## src/design/crfd_pkg.sv

```systemverilog
// Package for the console report frame decoder: event kinds, framing constants,
// and the control id classification and event value functions.
// Depends on nothing.
package crfd_pkg;

   localparam logic [7:0] SYNC_BYTE  = 8'hA5;
   localparam logic [7:0] CHECK_GOOD = 8'h7F;
   localparam int         KEPT_LEN   = 7;

   localparam logic [3:0] PHASE_HUNT = 4'd0;
   localparam logic [3:0] PHASE_LAST = 4'd8;

   localparam logic [7:0] ID_NONE        = 8'h00;
   localparam logic [7:0] ID_TRANSPONDER = 8'h0E;
   localparam logic [7:0] ID_TRIM_A      = 8'h3E;
   localparam logic [7:0] ID_TRIM_B      = 8'h40;

   localparam logic [2:0] KIND_NONE    = 3'd0;
   localparam logic [2:0] KIND_BUTTON  = 3'd1;
   localparam logic [2:0] KIND_KNOB    = 3'd2;
   localparam logic [2:0] KIND_TOGGLE  = 3'd3;
   localparam logic [2:0] KIND_SWITCH  = 3'd4;
   localparam logic [2:0] KIND_SLIDER  = 3'd5;
   localparam logic [2:0] KIND_UNKNOWN = 3'd6;

   // Handed from the collector to the decoder when a beat is consumed.
   typedef struct packed {
      logic                          last;
      logic                          ok;
      logic [KEPT_LEN-1:0][7:0]      bytes;
   } frame_type;

   function automatic logic [2:0] classify(input logic [7:0] id);
      logic [2:0] kind;
      case (id)
         ID_NONE: kind = KIND_NONE;
         8'h02, 8'h04, 8'h06, 8'h08, 8'h0A, 8'h0C, ID_TRANSPONDER:
            kind = KIND_KNOB;
         8'h10, 8'h12, 8'h14, 8'h42, 8'h44, 8'h46, 8'h48, ID_TRIM_A, ID_TRIM_B:
            kind = KIND_BUTTON;
         8'h18, 8'h1A, 8'h1C, 8'h1E, 8'h20, 8'h22, 8'h24, 8'h26, 8'h28, 8'h2A,
         8'h2C, 8'h2E, 8'h30, 8'h36:
            kind = KIND_TOGGLE;
         8'h16, 8'h32, 8'h34:
            kind = KIND_SWITCH;
         8'h38, 8'h3A, 8'h3C, 8'h4A, 8'h4C:
            kind = KIND_SLIDER;
         default: kind = KIND_UNKNOWN;
      endcase
      return kind;
   endfunction

   function automatic logic [14:0] event_value_of(input logic [2:0] kind,
                                                  input logic [7:0] id,
                                                  input logic [7:0] b2,
                                                  input logic [7:0] b3);
      logic [14:0] value;
      case (kind)
         KIND_KNOB: begin
            if (id == ID_TRANSPONDER) begin
               value = {5'd0, b2[1:0], b3};
            end else begin
               // The two bytes overlap at bit 7, where they are ORed together.
               value = {b3, 7'd0} | {7'd0, b2};
            end
         end
         KIND_BUTTON: begin
            if (id == ID_TRIM_A || id == ID_TRIM_B) begin
               value = {7'd0, b2 - 8'd1};
            end else begin
               value = 15'd0;
            end
         end
         KIND_TOGGLE:               value = {14'd0, |b2};
         KIND_SWITCH, KIND_SLIDER:  value = {7'd0, b2};
         default:                   value = 15'd0;
      endcase
      return value;
   endfunction

endpackage

```

## src/design/crfd_collect.sv

```systemverilog
// Frame collector: hunts for the sync byte, keeps report bytes 0 to 6 and
// folds every report byte into the XOR check. Depends on crfd_pkg.
module crfd_collect (
   input  logic                 clock,
   input  logic                 reset,
   input  logic                 advance,
   input  logic [7:0]           rx_byte,
   output crfd_pkg::frame_type  frame
);

   logic [3:0] phase_ff, phase_in;
   logic [7:0] accum_ff, accum_in;
   logic [7:0] bytes_ff [crfd_pkg::KEPT_LEN];
   logic       hunting;
   logic       storing;
   logic [3:0] phase_less;
   logic [2:0] store_idx;
   logic [7:0] accum_next;

   assign hunting    = (phase_ff == crfd_pkg::PHASE_HUNT) || (phase_ff > crfd_pkg::PHASE_LAST);
   assign storing    = !hunting && (phase_ff != crfd_pkg::PHASE_LAST);
   assign phase_less = phase_ff - 4'd1;
   assign store_idx  = phase_less[2:0];
   assign accum_next = accum_ff ^ rx_byte;

   always_comb begin
      phase_in = phase_ff;
      accum_in = accum_ff;
      if (advance) begin
         if (hunting) begin
            if (rx_byte == crfd_pkg::SYNC_BYTE) begin
               phase_in = 4'd1;
               accum_in = 8'd0;
            end else begin
               phase_in = crfd_pkg::PHASE_HUNT;
            end
         end else if (storing) begin
            phase_in = phase_ff + 4'd1;
            accum_in = accum_next;
         end else begin
            phase_in = crfd_pkg::PHASE_HUNT;
            accum_in = accum_next;
         end
      end
   end

   always_ff @(posedge clock) begin
      if (reset) begin
         phase_ff <= crfd_pkg::PHASE_HUNT;
         accum_ff <= 8'd0;
      end else begin
         phase_ff <= phase_in;
         accum_ff <= accum_in;
      end
   end

   always_ff @(posedge clock) begin
      if (advance && storing) begin
         bytes_ff[store_idx] <= rx_byte;
      end
   end

   always_comb begin
      frame.last = advance && (phase_ff == crfd_pkg::PHASE_LAST);
      frame.ok   = (accum_next == crfd_pkg::CHECK_GOOD);
      for (int i = 0; i < crfd_pkg::KEPT_LEN; i++) begin
         frame.bytes[i] = bytes_ff[i];
      end
   end

   // The phase never leaves the range of a report.
   a_phase_range: assert property (@(posedge clock) disable iff (reset)
      phase_ff <= crfd_pkg::PHASE_LAST)
      else $error("byte phase out of range");

   // The eighth byte always sends the collector back to hunting.
   a_last_hunts: assert property (@(posedge clock) disable iff (reset)
      frame.last |=> phase_ff == crfd_pkg::PHASE_HUNT)
      else $error("collector did not return to hunting after a report");

endmodule

```

## src/design/crfd_decode.sv

```systemverilog
// Report decoder and result register: applies the sign flags, classifies the
// control id and holds one result beat. Depends on crfd_pkg.
module crfd_decode (
   input  logic                 clock,
   input  logic                 reset,
   input  crfd_pkg::frame_type  frame,
   output logic                 out_free,
   output logic                 rsp_valid,
   input  logic                 rsp_ready,
   output logic                 rsp_frame_ok,
   output logic [7:0]           rsp_roll,
   output logic [7:0]           rsp_pitch,
   output logic [7:0]           rsp_yaw,
   output logic [2:0]           rsp_event_kind,
   output logic [7:0]           rsp_event_id,
   output logic [14:0]          rsp_event_value
);

   logic        valid_ff, valid_in;
   logic        ok_ff;
   logic [7:0]  roll_ff, pitch_ff, yaw_ff, id_ff;
   logic [2:0]  kind_ff;
   logic [14:0] value_ff;

   logic [7:0]  flags, id;
   logic [2:0]  kind;
   logic [7:0]  roll_in, pitch_in, yaw_in, id_in;
   logic [2:0]  kind_in;
   logic [14:0] value_in;

   assign out_free = !valid_ff || rsp_ready;
   assign flags    = frame.bytes[0];
   assign id       = frame.bytes[4];
   assign kind     = crfd_pkg::classify(id);

   // A rejected report carries zeros in every field.
   always_comb begin
      roll_in  = 8'd0;
      pitch_in = 8'd0;
      yaw_in   = 8'd0;
      kind_in  = crfd_pkg::KIND_NONE;
      id_in    = 8'd0;
      value_in = 15'd0;
      if (frame.ok) begin
         roll_in  = flags[1] ? 8'd0 - frame.bytes[2] : frame.bytes[2];
         pitch_in = flags[0] ? 8'd0 - frame.bytes[1] : frame.bytes[1];
         yaw_in   = flags[2] ? 8'd0 - frame.bytes[3] : frame.bytes[3];
         kind_in  = kind;
         id_in    = id;
         value_in = crfd_pkg::event_value_of(kind, id, frame.bytes[5], frame.bytes[6]);
      end
   end

   always_comb begin
      if (frame.last) begin
         valid_in = 1'b1;
      end else if (rsp_ready) begin
         valid_in = 1'b0;
      end else begin
         valid_in = valid_ff;
      end
   end

   always_ff @(posedge clock) begin
      if (reset) begin
         valid_ff <= 1'b0;
      end else begin
         valid_ff <= valid_in;
      end
   end

   always_ff @(posedge clock) begin
      if (frame.last) begin
         ok_ff    <= frame.ok;
         roll_ff  <= roll_in;
         pitch_ff <= pitch_in;
         yaw_ff   <= yaw_in;
         kind_ff  <= kind_in;
         id_ff    <= id_in;
         value_ff <= value_in;
      end
   end

   assign rsp_valid       = valid_ff;
   assign rsp_frame_ok    = ok_ff;
   assign rsp_roll        = roll_ff;
   assign rsp_pitch       = pitch_ff;
   assign rsp_yaw         = yaw_ff;
   assign rsp_event_kind  = kind_ff;
   assign rsp_event_id    = id_ff;
   assign rsp_event_value = value_ff;

   // A finished report only arrives when the result register has room.
   a_no_overwrite: assert property (@(posedge clock) disable iff (reset)
      frame.last |-> out_free)
      else $error("result beat overwritten before it was taken");

   // A rejected report shows zeros in all its fields.
   a_reject_zero: assert property (@(posedge clock) disable iff (reset)
      (valid_ff && !ok_ff) |-> (roll_ff == 8'd0 && pitch_ff == 8'd0 &&
         yaw_ff == 8'd0 && kind_ff == crfd_pkg::KIND_NONE && id_ff == 8'd0 &&
         value_ff == 15'd0))
      else $error("rejected report carries non-zero fields");

endmodule

```

## src/design/console_report_frame_decoder.sv

```systemverilog
// Top level of the console report frame decoder: input register, frame collector and
// result decoder. Depends on crfd_pkg, crfd_collect and crfd_decode. The block takes
// one received serial byte per beat and can accept one beat in every cycle. A byte is
// registered on arrival and consumed by the frame collector when the result register
// has room. The check byte is the eighth after sync, and the edge that consumes it also
// loads the result register and raises rsp_valid, which is registered.
// The input register, collector and result register advance together. While a result
// beat waits in the result register and rsp_ready is low, the collector stalls on
// every byte, not only on the next check byte. The input register then holds one more
// byte and req_ready stays low until the result beat is taken.
module console_report_frame_decoder (
   input  logic        clock,
   input  logic        reset,
   input  logic        req_valid,
   output logic        req_ready,
   input  logic [7:0]  req_rx_byte,
   output logic        rsp_valid,
   input  logic        rsp_ready,
   output logic        rsp_frame_ok,
   output logic [7:0]  rsp_roll,
   output logic [7:0]  rsp_pitch,
   output logic [7:0]  rsp_yaw,
   output logic [2:0]  rsp_event_kind,
   output logic [7:0]  rsp_event_id,
   output logic [14:0] rsp_event_value
);

   logic                in_valid_ff, in_valid_in;
   logic [7:0]          in_byte_ff;
   logic                out_free;
   logic                advance;
   crfd_pkg::frame_type frame;

   assign advance     = in_valid_ff && out_free;
   assign req_ready   = !in_valid_ff || out_free;
   assign in_valid_in = (req_valid && req_ready) || (in_valid_ff && !advance);

   always_ff @(posedge clock) begin
      if (reset) begin
         in_valid_ff <= 1'b0;
      end else begin
         in_valid_ff <= in_valid_in;
      end
   end

   always_ff @(posedge clock) begin
      if (req_valid && req_ready) begin
         in_byte_ff <= req_rx_byte;
      end
   end

   crfd_collect u_collect (
      .clock   (clock),
      .reset   (reset),
      .advance (advance),
      .rx_byte (in_byte_ff),
      .frame   (frame)
   );

   crfd_decode u_decode (
      .clock           (clock),
      .reset           (reset),
      .frame           (frame),
      .out_free        (out_free),
      .rsp_valid       (rsp_valid),
      .rsp_ready       (rsp_ready),
      .rsp_frame_ok    (rsp_frame_ok),
      .rsp_roll        (rsp_roll),
      .rsp_pitch       (rsp_pitch),
      .rsp_yaw         (rsp_yaw),
      .rsp_event_kind  (rsp_event_kind),
      .rsp_event_id    (rsp_event_id),
      .rsp_event_value (rsp_event_value)
   );

endmodule
```

## config.mk

```make
export PLATFORM = sky130hd
export DESIGN_NAME = console_report_frame_decoder
export DESIGN_NICKNAME = d
export VERILOG_FILES = /design/src/design/crfd_pkg.sv /design/src/design/crfd_collect.sv /design/src/design/crfd_decode.sv /design/src/design/console_report_frame_decoder.sv
export SDC_FILE = /design/constraint.sdc
export NUM_CORES = 1
export LEC_CHECK = 0
export BUFFER_PORTS_ARGS = -buffer_cell sky130_fd_sc_hd__buf_2
export CAP_MARGIN = 0
export CORE_ASPECT_RATIO = 1.5
export CORE_MARGIN = 10
export CORE_UTILIZATION = 30
export CTS_BUF_LIST = sky130_fd_sc_hd__clkbuf_8 sky130_fd_sc_hd__clkbuf_16
export DETAILED_ROUTE_END_ITERATION = 7
export PLACE_DENSITY = 0.53
export SYNTH_ARGS = -nofsm -noshare
export SYNTH_HDL_FRONTEND = slang
export SYNTH_SLANG_ARGS = --single-unit
export TNS_END_PERCENT = 100
```

## constraint.sdc

```tcl
create_clock -name clock -period 2.6 [get_ports clock]
set_clock_uncertainty 0.1 [all_clocks]
set_input_delay 0.13 -clock clock [delete_from_list [all_inputs] [get_ports clock]]
set_output_delay 0.13 -clock clock [all_outputs]
set_load 0.01 [all_outputs]
```

==> impl_metrics.ini <==
[layout]
regArea_um2 = 3583
multi_input_area_um2 = 1808
area_growth_pct = 25.97
layoutNonFillerInstCount = 770
final_area_um2 = 6974
final_util = 0.3871
drive_above_1_share = 0.2405
layout.nets = 558
nFillCells = 1735
antenna_cells = 0

[floorplanning]
die_y_um = 186.4
placementRows = 60
start_util = 0.3073
die-area_um2 = 24400
io_pins = 65
core-area_um2 = 18020
fp.dieW_um = 130.9

[timing]
clock.fmax_mhz = 427.9
finalSetupTns_ns = 0
min_period_over_period = 0.8988
hold_slack_ns = 0.3330
setup_slack_ns = 0.2630
setup_viol_count_final = 0
rsz0062_at_grt = no
finalHoldViolCount = 0
drv_slew = 0
maxSlewHeadroom = 0.7059
min_period_ns = 2.337
tightest_slew_ns = 0.4379

[placed_design]
post-place-ws_ns = 0.2846
dp_cells = 726
place_area_um2 = 6210
dp_hpwl_um = 8572
gp_congestion = 0.8583
io_buffers = 64

[logic_synthesis]
synth_fa_ha_area_frac = 0.01356
ys_seq_elements = 124
synth_cells = 438
avgSynthCellArea_um2 = 12.64
synth_cell_types = 58
synth_xor_area_frac = 0.05220
synth_top_area_share = 0.5966
async_reset_ff_frac = 0
synth_compound_area_frac = 0.09017
ys_seq_area_frac = 0.6472
netlist_area_um2 = 5537
synth_top_family_by_area = simple AND/OR/NAND/NOR gates
ys_top_cells_by_count = edfxtp_1, nor2_1, nand2_1
syn-num-nets = 456
synth_ff_type = edfxtp_1
ys_warn_count = 0
synth.mux.area_fraction = 0.009040
synthSimpleGateAreaFrac = 0.1616
synth.most_common_cell = edfxtp_1
yosysTopAreaCell = edfxtp_1
synth_top_cells_by_area = edfxtp_1, dfxtp_1, nor2_1, xor2_1, xnor2_1
synth_edf_count = 110

[hold_path]
hold_path_class = input port to register
holdPathEnd = in_byte_ff[5]
min_from = req_rx_byte[5]
min_path_cells = 2

[critical_path]
worstReg2RegEnd = u_decode.rsp_event_value[7]
r2r_cells = 6
r2r_slack_ns = 0.26
crit_type = register to register
crit_path_start_kind = register
rr_startpoint = u_collect.bytes_ff[4][2]
worstPathArrival_ns = 2.50
cp-end-kind = register
startpoint = u_collect.bytes_ff[4][2]
cp_max_fo = 9
cp.required_ns = 2.77

[global_route]
grt_pass1_wl_um = 19370
grt_max_degree = 52
grt-ovfl-total = 0
grtUsageTotal = 0.1013
grt_pass1_vias = 3856
antenna_found_initial = 0

[power_and_ir_drop]
p_sw_frac = 0.1912
leakage_nw = 2.320
intPower_mw = 3.913
p_seq_frac = 0.453
peakVddDrop_uv = 333.5
clock_power_share = 0.528
p_sw_uw = 924.7
power.density_nw_per_um2 = 693.6
totalPowerFinal_mw = 4.837
combPwrFrac = 0.019

[clock_tree]
ctsHoldBuffers = 12
cts_tree = yes
post-cts-setup-buffers = 0
numClockSinks = 124
clk_path_buf_depth = 2
clk_pin_slew_ns = 0.06
cts.htree.levels = 4
cts-root-buf = clkbuf_16
cts_buffers = 17
cts_resized = 0
clock_latency_ns = 0.41

[route]
routed_via_density = 4.784
drtAntennaViolNets = 0
drt_iter0_drc = 233
vias = 3684
wirelength_um = 12000
wl_per_cell_um = 15.59
remaining_drc_errors = 0
first_pass_iters = 6

[status]
status = finished, final reports clean

[run]
drv_cap = 0
-- how the worst max path moves through the flow --
| stage | depth (start not counted) | end | slack, ns |
|---|---|---|---|
| floorplan | 6 | u_decode.rsp_event_id[0] | 0.10 |
| global placement | 6 | u_decode.rsp_event_value[0] | 0.31 |
| detailed placement | 6 | u_decode.rsp_event_value[7] | 0.28 |
| CTS | 6 | u_decode.rsp_event_value[4] | 0.25 |
| global route | 6 | u_decode.rsp_event_value[4] | 0.12 |
| finish | 6 | u_decode.rsp_event_value[7] | 0.26 |
-- sequential cells by signal, summed over array words and instances (netlist names) --
name / flops
u_collect.bytes_ff: 51
u_decode.rsp_event_value: 15
in_byte_ff: 8
u_collect.accum_ff: 8
u_decode.rsp_event_id: 8
u_decode.rsp_pitch: 8
u_decode.rsp_roll: 8
u_decode.rsp_yaw: 8
u_collect.phase_ff: 4
u_decode.rsp_event_kind: 3
in_valid_ff: 1
u_decode.rsp_frame_ok: 1
u_decode.rsp_valid: 1
-- layout make-up --
class / instances / area share
clock buffers: 17 / 0.06100
flip-flops and latches: 124 / 0.5138
clock inverters: 15 / 0.03140
inverters: 17 / 0.009150
well taps: 217 / 0.03893
multi-input cells: 284 / 0.2592
repair buffers: 96 / 0.08647
-- layer usage --
metal	vias to the layer above	share of wire	GRT usage
li1	1803	-	-
met5	-	0	0
met2	95	0.53	0.1746
met3	25	0.040	0.02664
met4	0	0.028	0.06309
met1	1761	0.40	0.1051
-- power groups by stage --
stage                     clock (mW)  sequential (mW)  combinational (mW)
after CTS                       2.61             2.19              0.0949
after global routing            2.70             2.19               0.102
after detailed placement           0             2.23              0.0813
after floorplan                    0             2.23              0.0257
after global placement             0             2.23              0.0795
final                           2.55             2.19              0.0931
-- placed cells by master (no fill, tap or decap), drive strengths merged, types with 4 or more instances in the layout --
cell	synthesis	final
o21ai	13	13
nand2b	5	5
o31ai	7	7
and2	6	6
o21a	6	6
nor2b	7	7
nand3b	13	13
o2bb2ai	5	5
nor3	15	15
mux2i	5	5
inv	17	20
nor2	55	55
buf	4	84
and3	8	8
dfxtp	14	14
nor4	5	5
or3	6	6
bufinv	0	5
a21boi	4	4
a21oi	23	23
nand3	7	7
ha	6	6
dlygate4sd3	0	12
edfxtp	110	110
xor2	18	18
clkbuf	9	17
nand2	33	33
clkinv	0	4
xnor2	15	15
-- cell families after synthesis --
family / after synthesis
XOR/XNOR: 33
AO/OA/AOI/OAI: 71
adder cells (fa/ha/maj): 6
flip-flops: 124
multiplexers: 5
buffers and inverters: 30
AND/OR/NAND/NOR: 169
-- critical path: stages (launching register included) --
cell,delay [ns]
edfxtp_1,0.50
or3_1,0.45
nand4_1,0.11
a32o_2,0.26
nand3b_2,0.20
or3_1,0.45
a21boi_2,0.12
No activity file was read; power rests on OpenSTA's default activity.
